<file path="config.mk">
export PLATFORM = sky130hd
export DESIGN_NAME = strip_neighbour_zero_suppress
export DESIGN_NICKNAME = d
export VERILOG_FILES = /design/src/hw/rtl/snzs_pkg.sv /design/src/hw/rtl/snzs_cell.sv /design/src/hw/rtl/snzs_decide.sv /design/src/hw/rtl/strip_neighbour_zero_suppress.sv
export SDC_FILE = /design/constraint.sdc
export NUM_CORES = 1
export LEC_CHECK = 0
export ABC_CLOCK_PERIOD_IN_PS = 2200
export BUFFER_PORTS_ARGS = -buffer_cell sky130_fd_sc_hd__clkbuf_2
export CAP_MARGIN = 20
export CORE_MARGIN = 4
export CORE_UTILIZATION = 50
export CTS_BUF_LIST = sky130_fd_sc_hd__clkbuf_8
export CTS_CLUSTER_SIZE = 28
export DETAILED_ROUTE_END_ITERATION = 8
export GPL_TIMING_DRIVEN = 0
export PLACE_DENSITY = 0.7
export RECOVER_POWER = 50
export REMOVE_ABC_BUFFERS = 1
export SYNTH_ARGS = -nofsm -noshare
export SYNTH_HDL_FRONTEND = slang
export SYNTH_SLANG_ARGS = --single-unit
</file>
<file path="constraint.sdc">
create_clock -name clk -period 2.2 [get_ports clk]
set_input_delay 0.44 -clock clk [delete_from_list [all_inputs] [get_ports clk]]
set_output_delay 0.44 -clock clk [all_outputs]
set_load 0.01 [all_outputs]
</file>
<file path="src/hw/rtl/snzs_pkg.sv">
// Package for the strip neighbor zero-suppression block.
// Holds field widths, register and algorithm codes, payload and window types.
// No dependencies; used by every module of the block.
package snzs_pkg;

  localparam int STRIP_W   = 10;
  localparam int ADC_W     = 10;
  localparam int ALG_W     = 3;
  localparam int CFG_W     = 10;
  localparam int CFG_IDX_W = 2;

  localparam int STRIPS_PER_APV_DEF = 128;
  localparam int WIN_DEPTH          = 4;
  localparam int LANES              = 3;

  // Configuration register indexes
  localparam logic [CFG_IDX_W-1:0] REG_ALGORITHM = 2'd0;
  localparam logic [CFG_IDX_W-1:0] REG_LOW_THR   = 2'd1;
  localparam logic [CFG_IDX_W-1:0] REG_HIGH_THR  = 2'd2;

  // Acceptance rules
  localparam logic [ALG_W-1:0] ALG_LOW_ONLY = 3'd1;
  localparam logic [ALG_W-1:0] ALG_NB_LOW   = 3'd2;
  localparam logic [ALG_W-1:0] ALG_NB_HIGH  = 3'd3;
  localparam logic [ALG_W-1:0] ALG_CLUSTER  = 3'd4;

  localparam logic [ALG_W-1:0] ALG_RESET      = ALG_CLUSTER;
  localparam logic [ADC_W-1:0] LOW_THR_RESET  = 10'd2;
  localparam logic [ADC_W-1:0] HIGH_THR_RESET = 10'd5;

  typedef struct packed {
    logic [STRIP_W-1:0] strip;
    logic [ADC_W-1:0]   adc;
    logic               present;
    logic               last_strip;
  } in_t;

  typedef struct packed {
    logic [STRIP_W-1:0] out_strip;
    logic [ADC_W-1:0]   out_adc;
    logic               last_of_run;
  } out_t;

  // Contents of one window position
  typedef struct packed {
    logic             present;
    logic [ADC_W-1:0] adc;
  } win_t;

  // One window position after threshold compare
  typedef struct packed {
    logic present;
    logic ge_lo;
    logic ge_hi;
  } slot_t;

  // APV boundary flags for the four neighbors of a center strip
  typedef struct packed {
    logic p2;
    logic p1;
    logic n1;
    logic n2;
  } bnd_t;

  typedef struct packed {
    logic [ALG_W-1:0] algorithm;
    slot_t            p2;
    slot_t            p1;
    slot_t            center;
    slot_t            n1;
    slot_t            n2;
    bnd_t             bnd;
  } dec_in_t;

endpackage

</file>
<file path="src/hw/rtl/snzs_cell.sv">
// One position of the strip window: holds ADC count and present flag.
// Loads from its upstream neighbor on shift, clears on module flush.
// Depends on snzs_pkg.
module snzs_cell (
  input  logic          clk,
  input  logic          rst_n,
  input  logic          shift,
  input  logic          clear,
  input  snzs_pkg::win_t d_in,
  output snzs_pkg::win_t q
);
  import snzs_pkg::*;

  win_t win_r;
  win_t win_nxt;

  always_comb begin
    win_nxt = win_r;
    if (clear) begin
      win_nxt = '0;
    end else if (shift) begin
      win_nxt = d_in;
    end
  end

  always_ff @(posedge clk) begin
    if (!rst_n) begin
      win_r <= '0;
    end else begin
      win_r <= win_nxt;
    end
  end

  assign q = win_r;

endmodule

</file>
<file path="src/hw/rtl/snzs_decide.sv">
// Keep/drop decision for one center strip from threshold and boundary flags.
// An absent neighbor reads as below any threshold, or above it at an APV edge.
// Depends on snzs_pkg.
module snzs_decide (
  input  snzs_pkg::dec_in_t d,
  output logic              keep
);
  import snzs_pkg::*;

  logic p2_lo, p1_lo, p1_hi, n1_lo, n1_hi, n2_lo;
  logic c_lo, c_hi;

  always_comb begin
    p2_lo = d.p2.present ? d.p2.ge_lo : d.bnd.p2;
    p1_lo = d.p1.present ? d.p1.ge_lo : d.bnd.p1;
    p1_hi = d.p1.present ? d.p1.ge_hi : d.bnd.p1;
    n1_lo = d.n1.present ? d.n1.ge_lo : d.bnd.n1;
    n1_hi = d.n1.present ? d.n1.ge_hi : d.bnd.n1;
    n2_lo = d.n2.present ? d.n2.ge_lo : d.bnd.n2;
    c_lo  = d.center.ge_lo;
    c_hi  = d.center.ge_hi;

    unique case (d.algorithm)
      ALG_LOW_ONLY: keep = c_lo;
      ALG_NB_LOW:   keep = c_hi || (c_lo && (p1_lo || n1_lo));
      ALG_NB_HIGH:  keep = c_hi || (c_lo && (p1_hi || n1_hi));
      ALG_CLUSTER: begin
        keep = c_hi || (c_lo && (p1_lo || n1_lo)) ||
               (!c_lo && ((p1_hi && n1_hi) ||
                          (p1_hi && n1_lo && n2_lo) ||
                          (n1_hi && p1_lo && p2_lo) ||
                          (n1_lo && n2_lo && p1_lo && p2_lo)));
      end
      default:      keep = 1'b0;
    endcase
  end

endmodule

</file>
<file path="src/hw/rtl/strip_neighbour_zero_suppress.sv">
// Strip neighbor zero suppression: four-cell window chain, threshold stage,
// per-lane APV position and decision, and a three-slot result serializer.
// Path: an item's first result passes the stage 1 and serializer registers
//   before it transfers; a strip is decided by the item two strips later,
//   or by the last strip of its module.
// Throughput: one item per cycle while the serializer is free; an item that
//   ends a module yields up to three results, which leave one per cycle while
//   out_ready is high; the input stalls while more than one result waits.
// Reset (rst_n low, synchronous): window and fill count cleared, registers
//   back to rule 4 with thresholds 2 and 5, pipeline and serializer empty.
module strip_neighbour_zero_suppress #(
  parameter int STRIPS_PER_APV = snzs_pkg::STRIPS_PER_APV_DEF
) (
  input  logic                           clk,
  input  logic                           rst_n,
  input  logic                           in_valid,
  output logic                           in_ready,
  input  snzs_pkg::in_t                  in_data,
  output logic                           out_valid,
  input  logic                           out_ready,
  output snzs_pkg::out_t                 out_data,
  input  logic                           cfg_we,
  input  logic [snzs_pkg::CFG_IDX_W-1:0] cfg_index,
  input  logic [snzs_pkg::CFG_W-1:0]     cfg_data
);
  import snzs_pkg::*;

  // Position within an APV is found by a reciprocal multiply in the first
  // stage and a constant multiply, subtract and one correction in the second.
  localparam int RECIP_SHIFT = 20;
  localparam int RECIP_W     = $clog2((1 << RECIP_SHIFT) / STRIPS_PER_APV + 1);
  localparam int PROD_W      = STRIP_W + RECIP_W;
  localparam int QW          = PROD_W - RECIP_SHIFT;
  localparam logic [RECIP_W-1:0] RECIP = RECIP_W'((1 << RECIP_SHIFT) / STRIPS_PER_APV);
  localparam logic [STRIP_W:0] SPA_X   = (STRIP_W+1)'(STRIPS_PER_APV);
  localparam logic [STRIP_W:0] EDGE_P1 = '0;
  localparam logic [STRIP_W:0] EDGE_P2 = (STRIP_W+1)'(1);
  localparam logic [STRIP_W:0] EDGE_N1 = SPA_X - (STRIP_W+1)'(1);
  localparam logic [STRIP_W:0] EDGE_N2 = SPA_X - (STRIP_W+1)'(2);
  localparam int SLOTS = WIN_DEPTH + 1;

  // ---------------------------------------------------------------------
  // Configuration registers
  // ---------------------------------------------------------------------
  logic [ALG_W-1:0] alg_r, alg_nxt;
  logic [ADC_W-1:0] low_thr_r, low_thr_nxt;
  logic [ADC_W-1:0] high_thr_r, high_thr_nxt;

  always_comb begin
    alg_nxt      = alg_r;
    low_thr_nxt  = low_thr_r;
    high_thr_nxt = high_thr_r;
    if (cfg_we) begin
      unique case (cfg_index)
        REG_ALGORITHM: alg_nxt      = cfg_data[ALG_W-1:0];
        REG_LOW_THR:   low_thr_nxt  = cfg_data[ADC_W-1:0];
        REG_HIGH_THR:  high_thr_nxt = cfg_data[ADC_W-1:0];
        default: ;
      endcase
    end
  end

  always_ff @(posedge clk) begin
    if (!rst_n) begin
      alg_r      <= ALG_RESET;
      low_thr_r  <= LOW_THR_RESET;
      high_thr_r <= HIGH_THR_RESET;
    end else begin
      alg_r      <= alg_nxt;
      low_thr_r  <= low_thr_nxt;
      high_thr_r <= high_thr_nxt;
    end
  end

  // ---------------------------------------------------------------------
  // Handshake control
  // ---------------------------------------------------------------------
  logic       in_fire;
  logic       out_fire;
  logic       s1_valid_r, s1_valid_nxt;
  logic       s1_adv;
  logic       ser_free;
  logic       single_left;
  logic [LANES-1:0] ser_mask_r, ser_mask_nxt;

  assign out_valid   = |ser_mask_r;
  assign out_fire    = out_valid && out_ready;
  // At most one result left: serializer empties this cycle if it transfers
  assign single_left = (ser_mask_r & (ser_mask_r - 3'd1)) == 3'd0;
  assign ser_free    = !out_valid || (out_ready && single_left);
  assign s1_adv      = s1_valid_r && ser_free;
  assign in_ready    = !s1_valid_r || ser_free;
  assign in_fire     = in_valid && in_ready;

  // ---------------------------------------------------------------------
  // Window: a chain of cells, oldest at position 0, advancing on transfer
  // ---------------------------------------------------------------------
  win_t win_q [WIN_DEPTH];
  win_t win_d [WIN_DEPTH];
  logic [2:0] fill_r, fill_nxt;
  logic win_clear;

  assign win_clear = in_fire && in_data.last_strip;

  genvar gi;
  generate
    for (gi = 0; gi < WIN_DEPTH; gi++) begin : g_win
      if (gi == WIN_DEPTH - 1) begin : g_head
        assign win_d[gi] = '{present: in_data.present, adc: in_data.adc};
      end else begin : g_body
        assign win_d[gi] = win_q[gi+1];
      end
      snzs_cell u_win (
        .clk   (clk),
        .rst_n (rst_n),
        .shift (in_fire),
        .clear (win_clear),
        .d_in  (win_d[gi]),
        .q     (win_q[gi])
      );
    end
  endgenerate

  // Count strips held, saturating at the window depth; drop to zero on flush
  always_comb begin
    fill_nxt = fill_r;
    if (win_clear) begin
      fill_nxt = '0;
    end else if (in_fire && fill_r < 3'(WIN_DEPTH)) begin
      fill_nxt = fill_r + 3'd1;
    end
  end

  always_ff @(posedge clk) begin
    if (!rst_n) begin
      fill_r <= '0;
    end else begin
      fill_r <= fill_nxt;
    end
  end

  // ---------------------------------------------------------------------
  // Stage 1: threshold compares, center strip numbers, APV quotient
  // ---------------------------------------------------------------------
  win_t               cur_slot [SLOTS];
  slot_t              s1_slot_r [SLOTS];
  logic [STRIP_W-1:0] s1_cstrip_r [LANES];
  logic [QW-1:0]      s1_q_r [LANES];
  logic [ADC_W-1:0]   s1_adc_r [LANES];
  logic [LANES-1:0]   s1_elig_r;
  logic [STRIP_W-1:0] cstrip [LANES];
  logic [PROD_W-1:0]  prod [LANES];
  logic [LANES-1:0]   elig;

  generate
    for (gi = 0; gi < SLOTS; gi++) begin : g_cur
      if (gi == SLOTS - 1) begin : g_in
        assign cur_slot[gi] = '{present: in_data.present, adc: in_data.adc};
      end else begin : g_win
        assign cur_slot[gi] = win_q[gi];
      end
    end

    // Lane l decides the strip lagging the current one by LANES-1-l
    for (gi = 0; gi < LANES; gi++) begin : g_lane1
      assign cstrip[gi] = in_data.strip - STRIP_W'(LANES - 1 - gi);
      assign prod[gi]   = PROD_W'(cstrip[gi]) * PROD_W'(RECIP);
    end
  endgenerate

  // Lane 0 runs on every item once two strips are held; lanes 1 and 2 only on the module's last strip
  assign elig[0] = (fill_r >= 3'd2) && cur_slot[2].present;
  assign elig[1] = in_data.last_strip && (fill_r >= 3'd1) && cur_slot[3].present;
  assign elig[2] = in_data.last_strip && cur_slot[4].present;

  always_comb begin
    s1_valid_nxt = s1_valid_r;
    if (in_fire) begin
      s1_valid_nxt = 1'b1;
    end else if (s1_adv) begin
      s1_valid_nxt = 1'b0;
    end
  end

  always_ff @(posedge clk) begin
    if (!rst_n) begin
      s1_valid_r <= 1'b0;
    end else begin
      s1_valid_r <= s1_valid_nxt;
    end
  end

  // Payload of stage 1: hold unless a new item transfers
  always_ff @(posedge clk) begin
    if (in_fire) begin
      for (int s = 0; s < SLOTS; s++) begin
        s1_slot_r[s] <= '{present: cur_slot[s].present,
                          ge_lo:   cur_slot[s].adc >= low_thr_r,
                          ge_hi:   cur_slot[s].adc >= high_thr_r};
      end
      for (int l = 0; l < LANES; l++) begin
        s1_cstrip_r[l] <= cstrip[l];
        s1_q_r[l]      <= prod[l][RECIP_SHIFT +: QW];
        s1_adc_r[l]    <= cur_slot[l+2].adc;
      end
      s1_elig_r <= elig;
    end
  end

  // ---------------------------------------------------------------------
  // Stage 2: APV position, boundary flags and decisions per lane
  // ---------------------------------------------------------------------
  slot_t            s2_slot [SLOTS + 2];
  logic [LANES-1:0] dec_keep;
  logic [LANES-1:0] s2_keep;

  generate
    for (gi = 0; gi < SLOTS + 2; gi++) begin : g_s2slot
      if (gi < SLOTS) begin : g_held
        assign s2_slot[gi] = s1_slot_r[gi];
      end else begin : g_beyond
        // Past the current strip nothing is known yet: absent
        assign s2_slot[gi] = '0;
      end
    end

    for (gi = 0; gi < LANES; gi++) begin : g_lane2
      logic [STRIP_W-1:0] qs;
      logic [STRIP_W:0]   r_est;
      logic [STRIP_W:0]   pos;
      dec_in_t            din;

      assign qs    = STRIP_W'(s1_q_r[gi] * STRIPS_PER_APV);
      assign r_est = {1'b0, s1_cstrip_r[gi] - qs};
      assign pos   = (r_est >= SPA_X) ? (r_est - SPA_X) : r_est;

      assign din.algorithm = alg_r;
      assign din.p2        = s2_slot[gi];
      assign din.p1        = s2_slot[gi+1];
      assign din.center    = s2_slot[gi+2];
      assign din.n1        = s2_slot[gi+3];
      assign din.n2        = s2_slot[gi+4];
      assign din.bnd.p2    = pos == EDGE_P2;
      assign din.bnd.p1    = pos == EDGE_P1;
      assign din.bnd.n1    = pos == EDGE_N1;
      assign din.bnd.n2    = pos == EDGE_N2;

      snzs_decide u_dec (
        .d    (din),
        .keep (dec_keep[gi])
      );
    end
  endgenerate

  assign s2_keep = dec_keep & s1_elig_r;

  // ---------------------------------------------------------------------
  // Serializer: one slot per lane, emit the lowest kept lane first
  // ---------------------------------------------------------------------
  logic [STRIP_W-1:0] ser_strip_r [LANES];
  logic [ADC_W-1:0]   ser_adc_r [LANES];

  always_comb begin
    ser_mask_nxt = ser_mask_r;
    if (s1_adv) begin
      ser_mask_nxt = s2_keep;
    end else if (out_fire) begin
      ser_mask_nxt = ser_mask_r & (ser_mask_r - 3'd1);
    end
  end

  always_ff @(posedge clk) begin
    if (!rst_n) begin
      ser_mask_r <= '0;
    end else begin
      ser_mask_r <= ser_mask_nxt;
    end
  end

  always_ff @(posedge clk) begin
    if (s1_adv) begin
      for (int l = 0; l < LANES; l++) begin
        ser_strip_r[l] <= s1_cstrip_r[l];
        ser_adc_r[l]   <= s1_adc_r[l];
      end
    end
  end

  always_comb begin
    if (ser_mask_r[0]) begin
      out_data.out_strip = ser_strip_r[0];
      out_data.out_adc   = ser_adc_r[0];
    end else if (ser_mask_r[1]) begin
      out_data.out_strip = ser_strip_r[1];
      out_data.out_adc   = ser_adc_r[1];
    end else begin
      out_data.out_strip = ser_strip_r[2];
      out_data.out_adc   = ser_adc_r[2];
    end
    out_data.last_of_run = single_left;
  end

  // ---------------------------------------------------------------------
  // Assertions
  // ---------------------------------------------------------------------
  a_flush_clears: assert property (@(posedge clk) disable iff (!rst_n)
    in_fire && in_data.last_strip |=> (fill_r == 3'd0) &&
      !win_q[0].present && !win_q[1].present &&
      !win_q[2].present && !win_q[3].present)
    else $error("window not cleared after module flush");

  a_fill_bound: assert property (@(posedge clk) disable iff (!rst_n)
    fill_r <= 3'(WIN_DEPTH))
    else $error("window fill count beyond depth");

  a_s1_hold: assert property (@(posedge clk) disable iff (!rst_n)
    s1_valid_r && !s1_adv |=> s1_valid_r && $stable(s1_elig_r))
    else $error("stage 1 item lost while serializer busy");

  a_run_continues: assert property (@(posedge clk) disable iff (!rst_n)
    out_fire && !out_data.last_of_run |=> out_valid)
    else $error("result run ended without last_of_run");

endmodule
</file>
==> results of run 1 <==
## worst reg2reg max path, cell delays in order, from the launching register on
cell and delay (ns):
dfxtp_1 0.40, maj3_2 0.37, o221ai_4 0.24, nand2_4 0.17, buf_12 0.22, inv_16 0.21, clkbuf_16 0.25
## logic make-up (layout without fill, tap and decap cells)
logic type,after synthesis,after routing,share of synthesized area (%)
fa+ha+maj,96,96,12.1
flops,209,209,55.6
mux,41,41,4.15
buf+inv,68,172,3.03
xor+xnor,16,16,1.41
compound gates,189,192,11.8
simple gates,257,258,12.0
## synthesized netlist by cell type (all sizes together), types with 9 or more instances
library cell    n  area, um2
nor2b          15       93.8
nor3           19        100
edfxtp        135       4050
buf            18        114
dfxtp          74       1480
o21a           20        150
inv            35        131
o211ai          9       67.6
nor2           35        131
nand2         139        522
o2111ai         9       78.8
mux2i          39        390
ha             95       1190
clkbuf         15       56.3
o21ai          35        179
nand2b         12       75.1
a21oi          76        380
a21o           19        143
## final timing paths
check / from / end / slack, ns / cells past startpoint
hold reg to reg: s1_adc_r[0][4] / ser_adc_r[0][4] / 0.41 / 0
hold / removal: cfg_data[4] / low_thr_r[4] / 0.18 / 3
setup reg to reg: ser_mask_r[2] / s1_slot_r[0][5] / 0.05 / 6
setup / recovery: ser_mask_r[0] / out_valid / 0.04 / 3
## routing by layer
metal | up-vias | routed length, um | global-route usage (%)
met1 | 3160 | 9510 | 23.8
met2 | 142 | 11300 | 35.0
met3 | 34 | 1000 | 3.89
met5 | - | 0 | 0
li1 | 3377 | - | -
met4 | 0 | 574 | 6.13
## power by group through the flow
stage	Sequential [mW]	Clock, mW	Combinational (mW)
floorplan	4.56	0	0.464
global placement	4.60	0	0.678
detailed placement	4.60	0	0.707
CTS	4.51	3.64	0.762
global route	4.53	3.86	0.862
finish	4.51	3.56	0.775
## flip-flops by register name, indices dropped and copies added (netlist names)
signal / cells
alg_r: 3
g_win.u_win.q: 44
s1_q_r: 9
fill_r: 3
s1_adc_r: 30
ser_mask_r: 3
s1_elig_r: 3
ser_adc_r: 30
ser_strip_r: 29
high_thr_r: 10
low_thr_r: 10
s1_valid_r: 1
s1_cstrip_r: 20
s1_slot_r: 14
## final cells by class
cell class              count  share of cell area [%]
flip-flops and latches    209                    48.4
multi-input cells         603                    36.7
clock buffers              40                    4.81
repair buffers             70                    4.10
well taps                 265                    2.90
clock inverters            26                    1.66
inverters                  35                    1.29
repair inverters            1                  0.0766
## per-stage QoR
step | hold slack, ns | cells | util [%] | instance area, um2
detailed placement | 0.405 | 1171 | 53.6 | 10500
finish | 0.178 | 1249 | 58.6 | 11400
floorplan | 0.400 | 843 | - | 9780
global route | 0.157 | 1249 | 58.6 | 11400
CTS | 0.113 | 1244 | 58.2 | 11400
global placement | 0.401 | 1169 | 53.4 | 10400
## repair_timing
action / CTS / global route
pin swaps: 1 / 0
gates resized for setup: 12 / 2
endpoints found under the setup margin: 208 / 95
setup buffers: 3 / 1
hold buffers: 0 / 0
cloned: 4 / 4
==> qor.yml, run 1 <==
timing:
  rsz0062_at_grt: "yes"
  max_freq_mhz: 463
  finalMaxSlewViolations: 0
  timing.final.crit_period_ns: 2.16
  fin_ws_ns: 0.0411
  tightest_slew_ns: 1.05
  hold_viol_final: 0
  maxSlewHeadroom_pct: 29.8
  tns_ns: 0
  finalSetupViolations: 0
  timing.final.crit_share_pct: 98.1
  fin_skew_ns: 0.0116
routing:
  viasPerCell: 5.37
  ant_nets: 0
  vias: 6713
  dr.first_iter.drc_count: 379
  drtPass1Iterations: 5
  wl_mm: 22.4
  wl_per_cell_um: 18.0
  drc: 0
clock_tree:
  cts_buffer_depth: 3
  cts_tree: "yes"
  path_clk_slew_ns: 0.06
  clk_root_buffer_cell: "clkbuf_8"
  clk_latency_ns: 0.52
  cts_sinks: 209
  ctsHtreeMaxLevel: 2
  numCtsBuffers: 36
critical_path:
  path_max_fanout: 25
  path_delay_family: "flip-flops"
  cp.arrival_ns: 1.72
  max_stage_delay_ns: 0.47
  cp-start-kind: "flop"
  cp.buffers_inverters: 2
  crit_type: "flop to output pin"
  cp-end-kind: "output pin"
  cp_cell_sequence: "buf_16 -> or3_1 -> clkbuf_2"
  worstPathRequired_ns: 1.76
  cp_slowest_cell: "dfxtp_4"
finish:
  nFillCells: 1624
  final_common_cell: "nand2_1"
  final_cell_mix: "nand2_1, edfxtp_1, ha_1, a21oi_1, dfxtp_1"
  multi_input_area_um2: 4200
  n_antenna_cell: 0
  regArea_um2: 5540
  drive_gt1_share_pct: 12.0
  nNetsFinal: 1090
  area_growth_pct: 15.0
floorplanning:
  die_w_um: 149
  row_count: 51
  start_util_pct: 51.0
  io_pins: 62
  die-area_um2: 22200
  coreArea_um2: 19500
  fp.dieH_um: 149
placement:
  io_buffers: 61
  preCtsSetupSlack_ns: -1.26
  gp_congestion: 0.849
  dp_hpwl_mm: 14.0
global_routing:
  overflow: 0
  grt_usage_pct: 19.5
  grt_pass1_wl_mm: 34.1
  antenna_found_initial: 0
  grt_pass1_vias: 6535
  grt_max_degree: 63
pwr:
  switchingPower_mw: 2.12
  power_frac_clock_pct: 40.2
  swShare_pct: 23.9
  combPwrFrac_pct: 8.8
  powerDensity_nw_per_um2: 773
  power.total_mw: 8.85
  intPower_mw: 6.73
  power_frac_seq_pct: 51.0
  power_leakage_nw: 4.47
  vdd.ir_drop.worst_mv: 0.419
hold_path:
  min_path_type: "primary input to flop"
synth:
  synthCells: 876
  synth_ff_type: "edfxtp_1"
  async_reset_ff_share_pct: 0
  synth_seq_cells: 209
  synthesis.area_um2: 9950
  seq_area_frac_synth_pct: 55.6
  ys_warn_count: 0
  yosysUniqueCellTypes: 62
  synth_area_per_cell_um2: 11.4
  synth-edff-count: 135
run:
  drv_cap: 0
run_status:
  status: "complete, no violations"
No activity file was read; power rests on OpenSTA's default activity.
==> run 2, diff against run 1 <==
--- a/config.mk
+++ b/config.mk
@@ -8,13 +8,13 @@
 export ABC_CLOCK_PERIOD_IN_PS = 2200
 export BUFFER_PORTS_ARGS = -buffer_cell sky130_fd_sc_hd__clkbuf_2
 export CAP_MARGIN = 20
+export CORE_ASPECT_RATIO = 0.75
 export CORE_MARGIN = 4
-export CORE_UTILIZATION = 50
+export CORE_UTILIZATION = 57
 export CTS_BUF_LIST = sky130_fd_sc_hd__clkbuf_8
-export CTS_CLUSTER_SIZE = 28
 export DETAILED_ROUTE_END_ITERATION = 8
 export GPL_TIMING_DRIVEN = 0
-export PLACE_DENSITY = 0.7
+export PLACE_DENSITY = 0.79
 export RECOVER_POWER = 50
 export REMOVE_ABC_BUFFERS = 1
 export SYNTH_ARGS = -nofsm -noshare
==> qor.yml, run 2 (synthesis results as in run 1) <==
pwr:
  vdd.ir_drop.worst_mv: 0.547  # +30%
  powerDensity_nw_per_um2: 734  # -5.0%
  power_leakage_nw: 4.36  # -2.5%
routing:
  dr.first_iter.drc_count: 434  # +15%
  wl_per_cell_um: 17.9  # -0.23%
  wl_mm: 21.7  # -3.3%
  vias: 6901  # +2.8%
  ant_nets: 0  # unchanged
  viasPerCell: 5.70  # +6.1%
  drtPass1Iterations: 7  # +2
  drc: 0  # unchanged
clock_tree:
  cts_sinks: 209  # unchanged
  cts_tree: "yes"
  numCtsBuffers: 31  # -14%
  path_clk_slew_ns: 0.07  # about the same
  clk_latency_ns: 0.56  # +0.04 ns
  cts_buffer_depth: 3  # unchanged
  clk_root_buffer_cell: "clkbuf_8"
  ctsHoldBuffers: 0  # unchanged
  ctsHtreeMaxLevel: 1  # -1
global_routing:
  grt_pass1_vias: 6631  # +1.5%
  grt_max_degree: 63  # unchanged
  overflow: 0  # unchanged
  grt_pass1_wl_mm: 34.5  # +1.0%
  antenna_found_initial: 0  # unchanged
  grt_usage_pct: 22.1  # +2.5 points
hold_path:
  hp-start: "in_data[2]"
  hold_end: "s1_adc_r[0][20]"
  min_path_cells: 1  # -2
  min_path_type: "primary input to flop"
finish:
  largest_register_ffs: 44  # unchanged
  final_cell_mix: "nand2_1, edfxtp_1, ha_1, a21oi_1, dfxtp_1"
  nNetsFinal: 1083  # -0.64%
  design_area_um2: 11200  # -2.0%
  fin_util_pct: 66.0  # +7.4 points
  drive_gt1_share_pct: 11.7  # -0.29 points
  n_antenna_cell: 0  # unchanged
  area_growth_pct: 12.7
  fin_cells: 1210  # -3.1%
  final_common_cell: "nand2_1"
timing:
  hold_viol_final: 0  # unchanged
  fin_skew_ns: 0.0120  # +0.000320 ns
  max_freq_mhz: 471  # +1.6%
  tns_ns: 0  # unchanged
  timing.final.crit_share_pct: 96.6  # -1.6 points
  timing.final.crit_period_ns: 2.12  # -0.0344 ns
  finalSetupViolations: 0  # unchanged
  maxSlewHeadroom_pct: 37.4  # +7.6 points
  rsz0062_at_grt: "no"
  tightest_slew_ns: 0.938  # -0.114 ns
  finalMaxSlewViolations: 0  # unchanged
critical_path:
  cp-start-kind: "flop"
  path_max_fanout: 5  # -80%
  worstPathRequired_ns: 2.52  # +0.76 ns
  r2r_setup_slack_ns: 0.08  # +0.03 ns
  regToRegEndpoint: "s1_slot_r[0][12]"
  crit_type: "flop to flop"
  timing.rr.start: "high_thr_r[0]"
  cp.arrival_ns: 2.44  # +0.72 ns
  cp-end-kind: "flop"
  r2r_cells: 7  # +1
placement:
  dp_hpwl_mm: 14.5  # +3.3%
  io_buffers: 61  # unchanged
  dpl.cell_count: 1143  # -2.4%
  gp_congestion: 0.889  # +4.7%
  place_area_um2: 10500  # about the same
floorplanning:
  io_pins: 62  # unchanged
  coreArea_um2: 17000  # -13%
  start_util_pct: 58.6  # +7.6 points
  die_w_um: 161  # +7.7%
  row_count: 41  # -20%
  die-area_um2: 19700  # -12%
  fp.dieH_um: 122  # -18%
run:
  drv_cap: 0  # unchanged
run_status:
  status: "complete, no violations"
==> run 2: cell type report <==
class,count,area [um2]
well taps,236,295
inverters,35,148
fillers,1330,5770
multi-input cells,600,4150
clock inverters,22,100
repair buffers,72,484
flip-flops and latches,209,5540
clock buffers,36,495
==> run 2: critical path, stage by stage, from the launching register on <==
cell      delay (ns)
dfxtp_1         0.44
ha_1            0.27
nand2b_1        0.14
a21o_1          0.18
a21o_1          0.18
a21oi_1         0.38
o211ai_1        0.14
o21a_1          0.13
==> run 2: report_power, final <==
| part | internal [mW] | leakage, nW | switching [mW] |
|---|---|---|---|
| Combinational | 0.308 | 2.10 | 0.459 |
| Sequential | 4.39 | 1.92 | 0.124 |
| Clock | 1.50 | 0.336 | 1.46 |
==> run 2: routing by layer <==
metal | GRT usage, % | wire length (um)
met5 | 0 | 0
met4 | 6.23 | 490
met3 | 3.73 | 1430
met2 | 33.7 | 9360
met1 | 32.8 | 10400
==> run 2: stage by stage <==
stage / total power, mW / hold slack, ns / setup WS (ns)
after floorplan: 5.02 / 0.400 / -2.49
after global placement: 5.28 / 0.400 / -4.68
final: 8.23 / 0.125 / 0.0755
after detailed placement: 5.32 / 0.405 / -1.10
after global routing: 8.61 / 0.105 / 0.00311
after CTS: 8.31 / 0.0566 / 0.00424
==> run 2: timing repair <==
action	4_1_cts	5_1_grt
resized for setup	10	8
buffers inserted	6	1
gates cloned	1	1
pin swaps	2	1
setup endpoints to repair	208	12
==> run 2: how the worst max path moves through the flow <==
| stage | from | end | cells past startpoint |
|---|---|---|---|
| 2_1_floorplan | ser_mask_r[1] | fill_r[2] | 6 |
| 3_3_place_gp | ser_mask_r[1] | fill_r[2] | 6 |
| 3_5_place_dp | ser_mask_r[1] | g_win[2].u_win.q[4] | 8 |
| 4_1_cts | ser_mask_r[2] | ser_mask_r[2] | 5 |
| 5_1_grt | ser_mask_r[0] | out_data[7] | 4 |
| 6_report | high_thr_r[0] | s1_slot_r[0][12] | 7 |
==> run 3, diff against run 2 <==
==> constraint.sdc (replaced) <==
create_clock -name clk -period 2.2 [get_ports clk]
set_input_delay 0.11 -clock clk [delete_from_list [all_inputs] [get_ports clk]]
set_output_delay 0.11 -clock clk [all_outputs]
set_load 0.01 [all_outputs]
==> qor.yml, run 3 (synthesis results as in run 1) <==
pwr:
  power_leakage_nw: 4.53  # +3.9%
  vdd.ir_drop.worst_mv: 0.549  # +0.42%
  powerDensity_nw_per_um2: 717  # -2.4%
clock_tree:
  numCtsBuffers: 31  # unchanged
  clk_root_buffer_cell: "clkbuf_8"
  clk_latency_ns: 0.56  # about the same
  path_clk_slew_ns: 0.07  # about the same
  cts_sinks: 209  # unchanged
  ctsHtreeMaxLevel: 1  # unchanged
  cts_tree: "yes"
  cts_buffer_depth: 3  # unchanged
placement:
  gp_congestion: 0.889  # unchanged
  dp_hpwl_mm: 14.5  # unchanged
  io_buffers: 61  # unchanged
  place_area_um2: 10500  # unchanged
  preCtsSetupSlack_ns: -1.10  # unchanged
routing:
  dr.first_iter.drc_count: 521  # +20%
  vias: 7044  # +2.1%
  wl_mm: 22.1  # +2.2%
  wl_per_cell_um: 17.7  # -1.2%
  drc: 0  # unchanged
  drtPass1Iterations: 5  # -2
  ant_nets: 0  # unchanged
  viasPerCell: 5.63  # -1.3%
floorplanning:
  start_util_pct: 58.6  # unchanged
  die-area_um2: 19700  # unchanged
  coreArea_um2: 17000  # unchanged
  row_count: 41  # unchanged
  io_pins: 62  # unchanged
  fp.dieH_um: 122  # unchanged
  die_w_um: 161  # unchanged
global_routing:
  grt_usage_pct: 22.9  # +0.88 points
  use_met2_pct: 35.7  # +1.9 points
  overflow: 0  # unchanged
  antenna_found_initial: 0  # unchanged
  gr-usage-met3_pct: 3.46  # -0.27 points
  top_usage_layer: "met2"
  grt_max_degree: 49  # -22%
  grt_pass1_wl_mm: 35.7  # +3.7%
  use_met1_pct: 33.9  # +1.1 points
  grt_pass1_vias: 6839  # +3.1%
critical_path:
  cpMostUsedCell: "a21o_1"
  cp_cell_sequence: "ha_1 -> nand2b_1 -> a21o_1 -> a21o_1 -> a21oi_1 -> o211ai_1 -> o21a_1"
  cp.buffers_inverters: 0  # unchanged
  r2r_cells: 7  # unchanged
  cp-end-kind: "flop"
  crit_type: "flop to flop"
  cp.arrival_ns: 2.45  # about the same
  path_max_fanout: 5  # unchanged
  worstSetupPathDepth: 7  # unchanged
  worstPathRequired_ns: 2.52  # about the same
  max_stage_delay_ns: 0.44  # about the same
  path_delay_family: "compound AO/OA/AOI/OAI gates"
  cp-start-kind: "flop"
  cp_slowest_cell: "dfxtp_1"
hold_path:
  min_path_cells: 2  # +1
  min_path_type: "primary input to flop"
finish:
  nNetsFinal: 1124  # +3.8%
  final_cell_mix: "nand2_1, edfxtp_1, ha_1, a21oi_1, dfxtp_1"
  multi_input_area_um2: 4150  # +0.18%
  n_antenna_cell: 0  # unchanged
  final_common_cell: "nand2_1"
  regArea_um2: 5540  # about the same
  nFillCells: 1270  # -4.5%
  area_growth_pct: 16.6
  fin_util_pct: 68.4  # +2.3 points
  largest_register_ffs: 44  # unchanged
  drive_gt1_share_pct: 11.1  # -0.57 points
  design_area_um2: 11600  # +3.5%
timing:
  finalMaxSlewViolations: 0  # unchanged
  max_freq_mhz: 469  # -0.37%
  hold_ws_ns: 0.330  # +0.206 ns
  tightest_slew_ns: 0.937  # -0.000711 ns
  timing.final.crit_period_ns: 2.13  # +0.00787 ns
  hold_viol_final: 0  # unchanged
  maxSlewHeadroom_pct: 37.5  # +0.047 points
  fin_ws_ns: 0.0676  # -0.00788 ns
  fin_skew_ns: 0.00909  # -0.00287 ns
  rsz0062_at_grt: "no"
  finalSetupViolations: 0  # unchanged
  timing.final.crit_share_pct: 96.9  # +0.36 points
run:
  drv_cap: 0  # unchanged
run_status:
  status: "complete, no violations"
[run 3: cell count changes in the layout (fill, tap and decap cells not counted), moves of 2 or more]
cell,before,now
buf_6,2,0
clkbuf_2,35,33
o21ai_0,31,33
o21ai_1,3,1
clkbuf_1,25,28
buf_4,3,5
dlygate4sd3_1,0,39
[run 3: worst paths after layout]
kind | start | end | slack (ns)
max | high_thr_r[0] | s1_slot_r[0][12] | 0.07
min | in_data[2] | s1_adc_r[0][20] | 0.33
min reg2reg | s1_adc_r[0][21] | ser_adc_r[0][21] | 0.41
max reg2reg | high_thr_r[0] | s1_slot_r[0][12] | 0.07
[run 3: report_power, final]
group	internal (mW)	total (mW)	switching (mW)
clock network	1.50	2.98	1.48
logic	0.357	0.830	0.472
registers	4.39	4.52	0.128
[run 3: timing repair]
action	CTS	global route
hold buffers	39	0
gates resized for setup	10	1
buffers inserted	3	4
cloned	4	0
setup endpoints to repair	206	69
endpoints found under the hold margin	78	0
pin swaps	2	0
[run 3: layer usage]
metal	up-vias	part of all wire (%)
li1	3427	-
met1	3341	48
met2	235	44
met3	41	6.6
met4	0	2.1
met5	-	0
[run 3: per-stage QoR]
step | std cells | setup TNS (ns) | total power [mW]
after CTS | 1247 | 0 | 8.37
final | 1251 | 0 | 8.32
after global routing | 1251 | 0 | 8.70
after global placement | 1140 | -549.22 | 5.28
after detailed placement | 1143 | -112.65 | 5.32
after floorplan | 843 | -247.03 | 5.02
[run 3: cell type report]
type,instances,area share [%]
Clock buffer,36,4.27
Inverter,35,1.27
Multi-Input combinational cell,600,35.8
Sequential cell,209,47.8
Timing Repair inverter,1,0.0323
Tap cell,236,2.54
Timing Repair Buffer,112,7.48
Clock inverter,22,0.862
